**src/hdl/ppz_pkg.sv**
```systemverilog
package ppz_pkg;

    localparam int FRAME_WIDTH_DEF  = 512;
    localparam int FRAME_HEIGHT_DEF = 512;

    localparam int NUM_W  = 49;
    localparam int DEN_W  = 33;
    localparam int CNT_W  = 6;
    localparam int DIV_STEPS = NUM_W;

    localparam logic [31:0] CAM_X_RST   = 32'd0;
    localparam logic [31:0] CAM_Y_RST   = 32'd98304;
    localparam logic [31:0] CAM_Z_RST   = 32'hFFFE_0000;
    localparam logic [31:0] SCALE_X_RST = 32'd62548;
    localparam logic [31:0] SCALE_Y_RST = 32'd113512;
    localparam logic [30:0] NEAR_RST    = 31'd66;

    typedef enum logic [2:0] {
        REG_CAM_X   = 3'd0,
        REG_CAM_Y   = 3'd1,
        REG_CAM_Z   = 3'd2,
        REG_SCALE_X = 3'd3,
        REG_SCALE_Y = 3'd4,
        REG_NEAR    = 3'd5
    } reg_idx_t;

    typedef enum logic [1:0] {
        OUT_VISIBLE  = 2'd0,
        OUT_OCCLUDED = 2'd1,
        OUT_OFFFRAME = 2'd2,
        OUT_BEHIND   = 2'd3
    } outcome_t;

    typedef enum logic [3:0] {
        ST_CLEAR,
        ST_IDLE,
        ST_SETUP,
        ST_DIV,
        ST_MUL,
        ST_MAP,
        ST_RND,
        ST_READ,
        ST_CMP,
        ST_DONE
    } state_t;

endpackage

```
**src/hdl/ppz_div.sv**
```systemverilog
module ppz_div (
    input  logic                      clk,
    input  logic                      rst_n,
    input  logic                      start,
    input  logic [ppz_pkg::NUM_W-1:0] num,
    input  logic [ppz_pkg::DEN_W-1:0] den,
    output logic                      busy,
    output logic [ppz_pkg::NUM_W-1:0] quo
);
    import ppz_pkg::*;

    logic [NUM_W-1:0] num_reg, num_next;
    logic [DEN_W-1:0] rem_reg, rem_next;
    logic [DEN_W-1:0] den_reg;
    logic [CNT_W-1:0] cnt_reg, cnt_next;
    logic             busy_reg, busy_next;
    logic [DEN_W:0]   trial;

    always_comb
    begin
        trial     = {rem_reg, num_reg[NUM_W-1]};
        num_next  = num_reg;
        rem_next  = rem_reg;
        cnt_next  = cnt_reg;
        busy_next = busy_reg;
        if (start)
        begin
            num_next  = num;
            rem_next  = '0;
            cnt_next  = '0;
            busy_next = 1'b1;
        end
        else if (busy_reg)
        begin
            if (trial >= {1'b0, den_reg})
            begin
                rem_next = DEN_W'(trial - {1'b0, den_reg});
                num_next = {num_reg[NUM_W-2:0], 1'b1};
            end
            else
            begin
                rem_next = trial[DEN_W-1:0];
                num_next = {num_reg[NUM_W-2:0], 1'b0};
            end
            cnt_next = cnt_reg + 1'b1;
            if (cnt_reg == CNT_W'(DIV_STEPS - 1))
                busy_next = 1'b0;
        end
    end

    always_ff @(posedge clk or negedge rst_n)
    begin
        if (!rst_n)
        begin
            busy_reg <= 1'b0;
            cnt_reg  <= '0;
        end
        else
        begin
            busy_reg <= busy_next;
            cnt_reg  <= cnt_next;
        end
    end

    always_ff @(posedge clk)
    begin
        num_reg <= num_next;
        rem_reg <= rem_next;
        if (start)
            den_reg <= den;
    end

    assign busy = busy_reg;
    assign quo  = num_reg;

endmodule

```
**config.mk**
```make
export PLATFORM = sky130hd
export DESIGN_NAME = ppz_div
export DESIGN_NICKNAME = d
export VERILOG_FILES = /design/src/hdl/ppz_pkg.sv /design/src/hdl/ppz_div.sv
export SDC_FILE = /design/constraint.sdc
export NUM_CORES = 1
export LEC_CHECK = 0
export CORE_ASPECT_RATIO = 2
export CORE_UTILIZATION = 58
export DETAILED_ROUTE_END_ITERATION = 12
export DONT_BUFFER_PORTS = 1
export PLACE_DENSITY = 0.74
export SLEW_MARGIN = 20
export SYNTH_ARGS = -nofsm -noshare
export SYNTH_HDL_FRONTEND = slang
export SYNTH_SLANG_ARGS = --single-unit
```
**constraint.sdc**
```tcl
create_clock -name clk -period 6.7 [get_ports clk]
set_input_delay 1.005 -clock clk [delete_from_list [all_inputs] [get_ports clk]]
set_output_delay 1.005 -clock clk [all_outputs]
set_load 0.02 [all_outputs]
```
==> results of run 1 <==
final timing paths:
check                           start         end  slack [ns]  cells after the start
max in group asynchronous       rst_n  cnt_reg[2]        6.35                      0
hold reg to reg            rem_reg[8]  rem_reg[8]        0.49                      2
hold / removal                  rst_n  cnt_reg[0]        0.27                      0
setup / recovery              quo[48]      quo[0]        3.35                     11
setup reg to reg              quo[48]      quo[0]        3.35                     11
min in group clk           rem_reg[8]  rem_reg[8]        0.49                      2
kinds of logic after synthesis:
family	after synthesis	synth area share
compound gates	164	0.161
xor+xnor	27	0.0348
buf+inv	73	0.0436
mux	64	0.103
flops	122	0.485
fa+ha+maj	36	0.0674
simple gates	145	0.104
worst max-delay path: cells and delay by family (launching register included):
kind	cells	cell delay (ns)
AO/OA/AOI/OAI	4	0.90
AND/OR/NAND/NOR	2	0.58
adder cells (fa/ha/maj)	2	0.57
flip-flops	1	0.51
multiplexers	1	0.36
buffers and inverters	2	0.15
cell type report:
| class | instances | area [µm²] |
|---|---|---|
| Clock inverter | 14 | 208 |
| Multi-Input combinational cell | 436 | 3200 |
| Clock buffer | 18 | 429 |
| Tap cell | 142 | 178 |
| Timing Repair Buffer | 2 | 15.0 |
| Inverter | 47 | 176 |
| Sequential cell | 122 | 3300 |
| Fill cell | 921 | 3850 |
power by group:
part	switching, mW	internal [mW]
registers	0.0843	0.882
logic	0.195	0.152
clock network	0.365	0.632
synthesized netlist by cell type, drive strengths merged, types with 2 or more instances:
master / count
a2111oi: 2
a211o: 2
a211oi: 16
a21o: 18
a21oi: 40
a221o: 2
a221oi: 2
a311oi: 6
a31oi: 6
a32oi: 4
and3: 5
buf: 9
clkbuf: 17
dfrtp: 7
dfxtp: 33
edfxtp: 82
ha: 35
inv: 47
mux2: 50
mux2i: 14
nand2: 44
nand2b: 4
nand3: 6
nand4: 8
nand4b: 2
nor2: 45
nor2b: 4
nor3: 9
nor4: 4
o211a: 2
o211ai: 4
o21a: 2
o21ai: 38
o21bai: 5
o31ai: 4
or2: 3
or3: 6
xnor2: 18
xor2: 9
per-stage QoR:
step	hold slack (ns)	cell area (µm²)	utilization	power, mW	std cells
after floorplan	0.448	6790	-	1.25	631
after CTS	0.264	7500	0.661	2.32	781
after global placement	0.470	6870	0.605	1.31	749
after detailed placement	0.481	6870	0.605	1.32	749
final	0.274	7500	0.661	2.31	781
after global routing	0.258	7500	0.661	2.39	781
layer usage:
metal,vias up,track usage
li1,2343,-
met1,2273,0.248
met2,209,0.465
met3,71,0.0692
met4,0,0.185
met5,-,0
==> results.md, run 1 <==
- Outcome: finished clean
- Setup TNS: 0 ns
- Syn avg cell area: approximately 11 µm²
- Die area: 12200 µm²
- Clock skew: around 0.014 ns
- Yosys top cell by area: edfxtp_1
- CP Max Fanout: 26
- TritonCTS clock tree: done
- Initial antenna violation count: 0
- Layout cells sized above 1: 0.150
- RSZ-0062 raised after global routing: false
- Crit. End Element: register
- Later-pin clock latency in the skew report: around 0.42 ns
- Netlist area before placement: 6790 µm²
- Startpoint Class: register
- Synth Warn #: 0
- WL/cell: 19.3 µm
- Initial DRC count: 270
- Row count: 55
- Met3 wire len: 901 µm
- Number of global-route vias before repair: 5161
- Post-synth top flop: edfxtp_1
- Worst Tran Pin Value: between 1 and 1.5 ns
- DRT Pass-1 Iters: 6
- Placer Congestion: 0.921
- Chip Height: 155 µm
- Critical Path, Cell by Cell: inv_1, ha_1, inv_1, fa_1, a21oi_1, o21ai_0, o211a_1, or2_1, a2bb2oi_2, nand2_4, mux2_2
- Post-synth ARST share: 0.0574
- Met1 wire length: 5.22 mm
- Peak VDD IR: around 0.25 mV
- First-pass GRT wire length: 24.0 mm
- Via count: 4896
- Seq cells post-synth: 122
- Final Hold Fails: 0
- Root Driver: clkbuf_16
- Core area: approximately 11000 µm²
- Max Used Layer: met4
- CP max stage delay: approximately 0.51 ns
- Grt ovf: 0
- Io pins: roughly 140
- Clock transition at the registers of the reported paths: about 0.060 ns
- CTS Buf Count: 17
- Setup Crit Path Kind: register to register
- Syn Inst Count: 631
- Dpl ws: 3.36 ns
- Sequential fraction of the synthesis area: 0.485
- Htree depth: 4
- Die Wd: 78.5 µm
- Minimum clock period: 3.35 ns
- Worst hold path type: input port to asynchronous set/reset pin
- Port bufs: 0
- Most common cell after layout, fill and taps aside: edfxtp_1
- Slowest CP cell: edfxtp_1
- Drt via density: roughly 6.3
- Antenna Violating Nets Remaining: 0
- Synth unique cells: 68
- Max Cap Viol: 0
- Final setup viols: 0
- Slew Limit Headroom: 0.314
- Tcrit/Tclk final: 0.499
- Postcts setup bufs: 0
- CP arrival: 3.52 ns
- CTS sink cnt: 122
- Total GRT Usage: 0.259
- Peak Freq: around 0.3 GHz
- Largest cells by area after synthesis: edfxtp_1, dfxtp_1, mux2_2, ha_1, a21oi_1
- Layout area overhead: 10.4%
- Most frequent cells in the layout: edfxtp_1, mux2_2, inv_1, nor2_1, nand2_1
- Post-synth top area share: 0.362
- Crit path required time: 6.87 ns
- CTS max path bufs: 2
- LEAKAGE: 3.07 nW
- Post-synthesis net count: 752
- Final Worst Setup Slack: 3.35 ns
- Drt total wl: 15.1 mm
- CTS resizes: 0
- Post-synth EDFFs: 82
- Max reg flops: 49
- Final HPWL DP: 10.6 mm
- DRC viols: 0
- Initial Util: 0.598
- Power density cells: slightly above 300 nW/µm²
- CTS hold repair buffers: 0
- Crit path top cell by count: inv_1
- Pin count of the biggest net entering global routing: 113
- Fin. max-slew vios: 0
- Antenna Cells: 0
- Metal2 WL: 8.11 mm
- # nets final: 747
No activity file was read; power rests on OpenSTA's default activity.
==> run 2: changes to the inputs <==
Settings changed: ABC_AREA set to 1, PLACE_DENSITY 0.74 to 0.76.
Clock period 6.7 ns to 3.05 ns, I/O delays scaled along.
==> results.md, run 2 <==
- Post-synth ARST share: 0.0574 (unchanged)
- Setup TNS: 0 ns (unchanged)
- Worst hold path type: input port to register (was input port to asynchronous set/reset pin)
- R2R setup slack: 0.36 ns (was 3.35 ns)
- Design Power: 8.82 mW (was 2.31 mW)
- Initial antenna violation count: 0 (unchanged)
- Row count: 60 (was 55)
- Syn Inst Count: 1075 (was 631)
- CTS resizes: 0 (unchanged)
- RSZ-0062 raised after global routing: false (unchanged)
- Seq cells post-synth: 122 (unchanged)
- CTS Buf Count: 17 (unchanged)
- Setup Crit Path Kind: register to register (unchanged)
- Fill cells: 1180 (was 921)
- Max Cap Viol: 0 (unchanged)
- DRT Pass-1 Iters: 5 (was 6)
- Peak VDD IR: 0.592 mV (was 0.248 mV)
- FF-to-FF Start: quo[48] (unchanged)
- Tcrit/Tclk final: 0.881 (was 0.499)
- Worst setup endpoint: rem_reg[25] (was quo[0])
- Drt total wl: 19.4 mm (was 15.1 mm)
- Core area: 13400 µm² (was 11400 µm²)
- Most common cell after layout, fill and taps aside: nand2_1 (was edfxtp_1)
- Total GRT Usage: 0.284 (was 0.259)
- Number of global-route vias before repair: 6786 (was 5161)
- Layout cells sized above 1: 0.128 (was 0.150)
- Placer Congestion: 1.01 (was 0.921)
- Root Driver: clkbuf_16 (unchanged)
- Die area: 14300 µm² (was 12200 µm²)
- Peak Freq: 0.372 GHz (was 0.299 GHz)
- DP Area: 8110 µm² (was 6870 µm²)
- Port bufs: 0 (unchanged)
- Post-synth top area share: 0.307 (was 0.362)
- Clock skew: 0.0109 ns (was 0.0137 ns)
- WL/cell: 15.5 µm (was 19.3 µm)
- Final HPWL DP: 14.3 mm (was 10.6 mm)
- Worst Tran Pin Value: 0.650 ns (was 1.03 ns)
- Initial DRC count: 241 (was 270)
- Startpoint Class: register (unchanged)
- Slew Limit Headroom: 0.566 (was 0.314)
- Worst Reg-to-Reg Cells: 17 (was 11)
- Fin. max-slew vios: 0 (unchanged)
- Pin count of the biggest net entering global routing: 87 (was 113)
- Drt via density: 5.26 (was 6.27)
- Crit. End Element: register (unchanged)
- Final setup viols: 0 (unchanged)
- Clock transition at the registers of the reported paths: 0.07 ns (was 0.06 ns)
- # nets final: 1198 (was 747)
- Crit path required time: 3.37 ns (was 6.87 ns)
- Synth unique cells: 39 (was 68)
- Power density cells: 1010 nW/µm² (was 308 nW/µm²)
- Layout area overhead: 8.44% (was 10.4%)
- Via count: 6544 (was 4896)
- Minimum clock period: 2.69 ns (was 3.35 ns)
- Post-route cell area: 8700 µm² (was 7500 µm²)
- Sequential fraction of the synthesis area: 0.411 (was 0.485)
- Grt ovf: 0 (unchanged)
- TritonCTS clock tree: done (unchanged)
- Later-pin clock latency in the skew report: 0.43 ns (was 0.42 ns)
- CP arrival: 3.01 ns (was 3.52 ns)
- CTS max path bufs: 2 (unchanged)
- Post-synthesis net count: 1196 (was 752)
- Most frequent cells in the layout: nand2_1, inv_1, edfxtp_1, nor2_1, nand3b_1 (was edfxtp_1, mux2_2, inv_1, nor2_1, nand2_1)
- CTS sink cnt: 122 (unchanged)
- Commonest cells in the synthesized netlist: nand2_1, inv_1, edfxtp_1, nor2_1, nand3b_1 (was edfxtp_1, mux2_2, inv_1, nor2_1, nand2_1)
- CP Max Fanout: 15 (was 26)
- Critical path startpoint: quo[48] (unchanged)
- Final Hold Fails: 0 (unchanged)
- Initial Util: 0.597 (was 0.598)
- Netlist area before placement: 8020 µm² (was 6790 µm²)
- Htree depth: 4 (unchanged)
- DRC viols: 0 (unchanged)
- FF-to-FF End: rem_reg[25] (was quo[0])
- Post-synth EDFFs: 82 (unchanged)
- First-pass GRT wire length: 30.9 mm (was 24.0 mm)
- Largest cells by area after synthesis: edfxtp_1, nand2_1, dfxtp_1, inv_1, ha_1 (was edfxtp_1, dfxtp_1, mux2_2, ha_1, a21oi_1)
- Io pins: 135 (unchanged)
- Post-synth top flop: edfxtp_1 (unchanged)
- Synth Warn #: 0 (unchanged)
- Die Wd: 85.2 µm (was 78.5 µm)
- Count leader, synth: nand2_1 (was edfxtp_1)
- LEAKAGE: 4.59 nW (was 3.07 nW)
- Antenna Violating Nets Remaining: 0 (unchanged)
- Syn avg cell area: 7.46 µm² (was 10.8 µm²)
- Chip Height: 168 µm (was 155 µm)
- Yosys top cell by area: edfxtp_1 (unchanged)
- Antenna Cells: 0 (unchanged)
- Outcome: finished clean (unchanged)
- Max reg flops: 49 (unchanged)
==> run 2: routing by layer <==
layer / vias to the layer above / track usage / routed length (µm)
li1: 3319 / - / -
met1: 2944 / 0.257 / 6720
met3: 67 / 0.0583 / 934
met2: 214 / 0.534 / 10300
met4: 0 / 0.220 / 1360
met5: - / 0 / 0
==> run 2: stage by stage <==
step	hold WS, ns	util	setup slack, ns	instances
after detailed placement	0.162	0.604	0.375	1212
after floorplan	0.162	-	0.764	1075
after CTS	0.0916	0.647	0.359	1245
after global placement	0.162	0.604	0.407	1212
final	0.0939	0.647	0.364	1245
after global routing	0.107	0.647	0.226	1245
==> run 2: critical path, cell delays in order (launching register included) <==
cell and delay, ns:
edfxtp_1 0.54, inv_1 0.14, ha_1 0.17, inv_1 0.07
fa_1 0.40, nand2_1 0.09, nand2_1 0.09, nand3_2 0.08
nand2_2 0.07, nand2_2 0.08, nand2_4 0.06, nand2_4 0.07
nand2_4 0.05, nand2_4 0.14, buf_4 0.25, nand3b_1 0.14
nand3_2 0.11, nand2_1 0.05
==> run 2: worst min path at each step <==
stage	endpoint	slack, ns	cells past startpoint	from
final	cnt_reg[2]	0.09	1	start
after global routing	cnt_reg[2]	0.11	1	start
after CTS	cnt_reg[2]	0.09	1	start
after detailed placement	cnt_reg[4]	0.16	0	rst_n
after global placement	busy	0.16	0	rst_n
after floorplan	busy	0.16	0	rst_n
==> run 2: layout make-up <==
cell class              instances  area (µm²)  share of cell area
multi-input cells             754        3900               0.448
well taps                     155         194              0.0223
clock buffers                  17         425              0.0489
inverters                     173         649              0.0747
repair buffers                  9        82.6             0.00950
flip-flops and latches        122        3300               0.379
clock inverters                15         151              0.0174
==> run 2: timing repair <==
item | in CTS | in global routing
hold buffers | 1 | 0
endpoints found under the hold margin | 7 | 0
setup buffers | 0 | 0
==> run 2: report_power, final <==
part	switching (mW)	total, mW	internal [mW]
clock network	0.878	2.03	1.15
logic	2.80	4.32	1.52
registers	0.337	2.47	2.13
total	4.02	8.82	4.80
==> run 2: cells by family after synthesis <==
| group | after synthesis | synth area share |
|---|---|---|
| AO/OA/AOI/OAI | 26 | 0.0167 |
| XOR/XNOR | 15 | 0.0164 |
| adder cells (fa/ha/maj) | 36 | 0.0571 |
| buffers and inverters | 199 | 0.104 |
| flip-flops | 122 | 0.411 |
| AND/OR/NAND/NOR | 677 | 0.394 |
==> run 3: changes to the inputs <==
Settings changed: ABC_AREA 1 to unset, SLEW_MARGIN 20 to 10.
==> results.md, run 3 (same netlist as run 1, synthesis figures left out) <==
- Die area: 12200 µm² (was 14300 µm²)
- Critical Path, Cell by Cell: inv_1, ha_1, inv_1, fa_1, a21oi_2, o21ai_1, o211a_1, or2_1, o2bb2ai_4, nor2_4, buf_12, nand2_1, a311oi_2 (was inv_1, ha_1, inv_1, fa_1, nand2_1, nand2_1, nand3_2, nand2_2, nand2_2, nand2_4, nand2_4, nand2_4, nand2_4, buf_4, nand3b_1, nand3_2, nand2_1)
- Max Cap Viol: 0 (unchanged)
- CTS Buf Count: 17 (unchanged)
- Minimum clock period: 2.93 ns (was 2.69 ns)
- Drt via density: 6.27 (was 5.26)
- # nets final: 768 (was 1198)
- Design Power: 5.17 mW (was 8.82 mW)
- Initial antenna violation count: 1 (was 0)
- First-pass GRT wire length: 24.9 mm (was 30.9 mm)
- Tcrit/Tclk final: 0.961 (was 0.881)
- Post-route cell area: 7740 µm² (was 8700 µm²)
- Peak VDD IR: 0.526 mV (was 0.592 mV)
- Clock skew: 0.0108 ns (was 0.0109 ns)
- WHS: 0.134 ns (was 0.0939 ns)
- Htree depth: 4 (unchanged)
- Placer Congestion: 0.890 (was 1.01)
- Most frequent cells in the layout: edfxtp_1, mux2_2, inv_1, nor2_1, nand2_1 (was nand2_1, inv_1, edfxtp_1, nor2_1, nand3b_1)
- Port bufs: 0 (unchanged)
- Later-pin clock latency in the skew report: 0.41 ns (was 0.43 ns)
- CP delay by family, top: compound AO/OA/AOI/OAI gates (was simple AND/OR/NAND/NOR gates)
- Fin util: 0.682 (was 0.647)
- Final HPWL DP: 11.3 mm (was 14.3 mm)
- Crit. End Element: register (unchanged)
- Root Driver: clkbuf_16 (unchanged)
- CTS max path bufs: 2 (unchanged)
- Layout cells sized above 1: 0.180 (was 0.128)
- Worst Tran Pin Value: 0.716 ns (was 0.650 ns)
- Power density cells: 668 nW/µm² (was 1010 nW/µm²)
- Initial Util: 0.598 (was 0.597)
- Slew Limit Headroom: 0.518 (was 0.566)
- Initial DRC count: 312 (was 241)
- Setup Crit Path Kind: register to register (unchanged)
- Final Hold Fails: 0 (unchanged)
- Total GRT Usage: 0.269 (was 0.284)
- Via count: 5026 (was 6544)
- WP buf/inv: 3 (unchanged)
- CP max stage delay: 0.42 ns (was 0.54 ns)
- Outcome: finished clean (unchanged)
- CP arrival: 3.25 ns (was 3.01 ns)
- Number of global-route vias before repair: 5241 (was 6786)
- Antenna Violating Nets Remaining: 0 (unchanged)
- Drt total wl: 16.0 mm (was 19.4 mm)
- Core area: 11400 µm² (was 13400 µm²)
- Worst hold path type: input port to register (unchanged)
- DRT Pass-1 Iters: 5 (unchanged)
- Layout area overhead: 13.9% (was 8.44%)
- CP Max Fanout: 16 (was 15)
- Die Wd: 78.5 µm (was 85.2 µm)
- Antenna Cells: 0 (unchanged)
- Pin count of the biggest net entering global routing: 113 (was 87)
- Final setup viols: 0 (unchanged)
- DP Area: 7020 µm² (was 8110 µm²)
- Crit path top cell by count: inv_1 (was nand2_4)
- Slowest CP cell: fa_1 (was edfxtp_1)
- Grt ovf: 0 (unchanged)
- Most common cell after layout, fill and taps aside: edfxtp_1 (was nand2_1)
- Startpoint Class: register (unchanged)
- WL/cell: 20.0 µm (was 15.5 µm)
- Clock transition at the registers of the reported paths: 0.06 ns (was 0.07 ns)
- Crit path required time: 3.37 ns (about the same)
- Fin. max-slew vios: 0 (unchanged)
- Max reg flops: 49 (unchanged)
- Chip Height: 155 µm (was 168 µm)
- Setup TNS: 0 ns (unchanged)
- DRC viols: 0 (unchanged)
- Io pins: 135 (unchanged)
- TritonCTS clock tree: done (unchanged)
- Row count: 55 (was 60)
- Peak Freq: 0.341 GHz (was 0.372 GHz)
- LEAKAGE: 3.19 nW (was 4.59 nW)
- CTS sink cnt: 122 (unchanged)
run 3: changes by cell type in the layout (fill, tap and decap cells not counted), sizes merged, moves of 16 or more:
| cell | delta |
|---|---|
| a211oi | +16 |
| o21ai | +35 |
| inv | -131 |
| nand2 | -469 |
| nand3b | -39 |
| nand3 | -46 |
| a21oi | +19 |
| a21o | +18 |
| mux2 | +50 |
run 3: worst paths after layout:
| check | from | endpoint | slack [ns] | cells past startpoint |
|---|---|---|---|---|
| max | quo[48] | rem_reg[25] | 0.12 | 13 |
| min | den[29] | den_reg[29] | 0.13 | 0 |
| max reg2reg | quo[48] | rem_reg[25] | 0.12 | 13 |
| min reg2reg | rem_reg[8] | rem_reg[8] | 0.49 | 2 |
| max in group asynchronous | rst_n | cnt_reg[0] | 2.44 | 1 |
| min in group asynchronous | rst_n | busy | 0.37 | 1 |
run 3: timing repair:
action,CTS,global route
gates resized for setup,0,7
endpoints found under the setup margin,0,29
hold buffers,1,0
setup buffers,0,3
endpoints found under the hold margin,7,0
run 3: per-stage QoR:
| stage | std cells | setup WS (ns) |
|---|---|---|
| global route | 802 | -0.0284 |
| global placement | 766 | 0.159 |
| CTS | 799 | 0.0116 |
| detailed placement | 766 | 0.0169 |
| finish | 802 | 0.118 |
| floorplan | 631 | 0.0613 |
run 3: metal layers:
metal	GRT usage	part of all wire	up-vias
li1	-	-	2377
met1	0.255	0.35	2352
met2	0.491	0.54	232
met3	0.0704	0.059	63
met4	0.183	0.051	2
met5	0	0.00081	-
run 3: final cells by class:
| class | count | area [µm²] |
|---|---|---|
| Multi-Input combinational cell | 436 | 3240 |
| Clock buffer | 18 | 429 |
| Inverter | 47 | 176 |
| Fill cell | 865 | 3620 |
| Sequential cell | 122 | 3300 |
| Timing Repair Buffer | 23 | 200 |
| Tap cell | 142 | 178 |
| Clock inverter | 14 | 220 |
run 3: report_power, final:
group	switching, mW	internal, mW
clock network	0.756	1.46
logic	0.455	0.373
registers	0.188	1.94
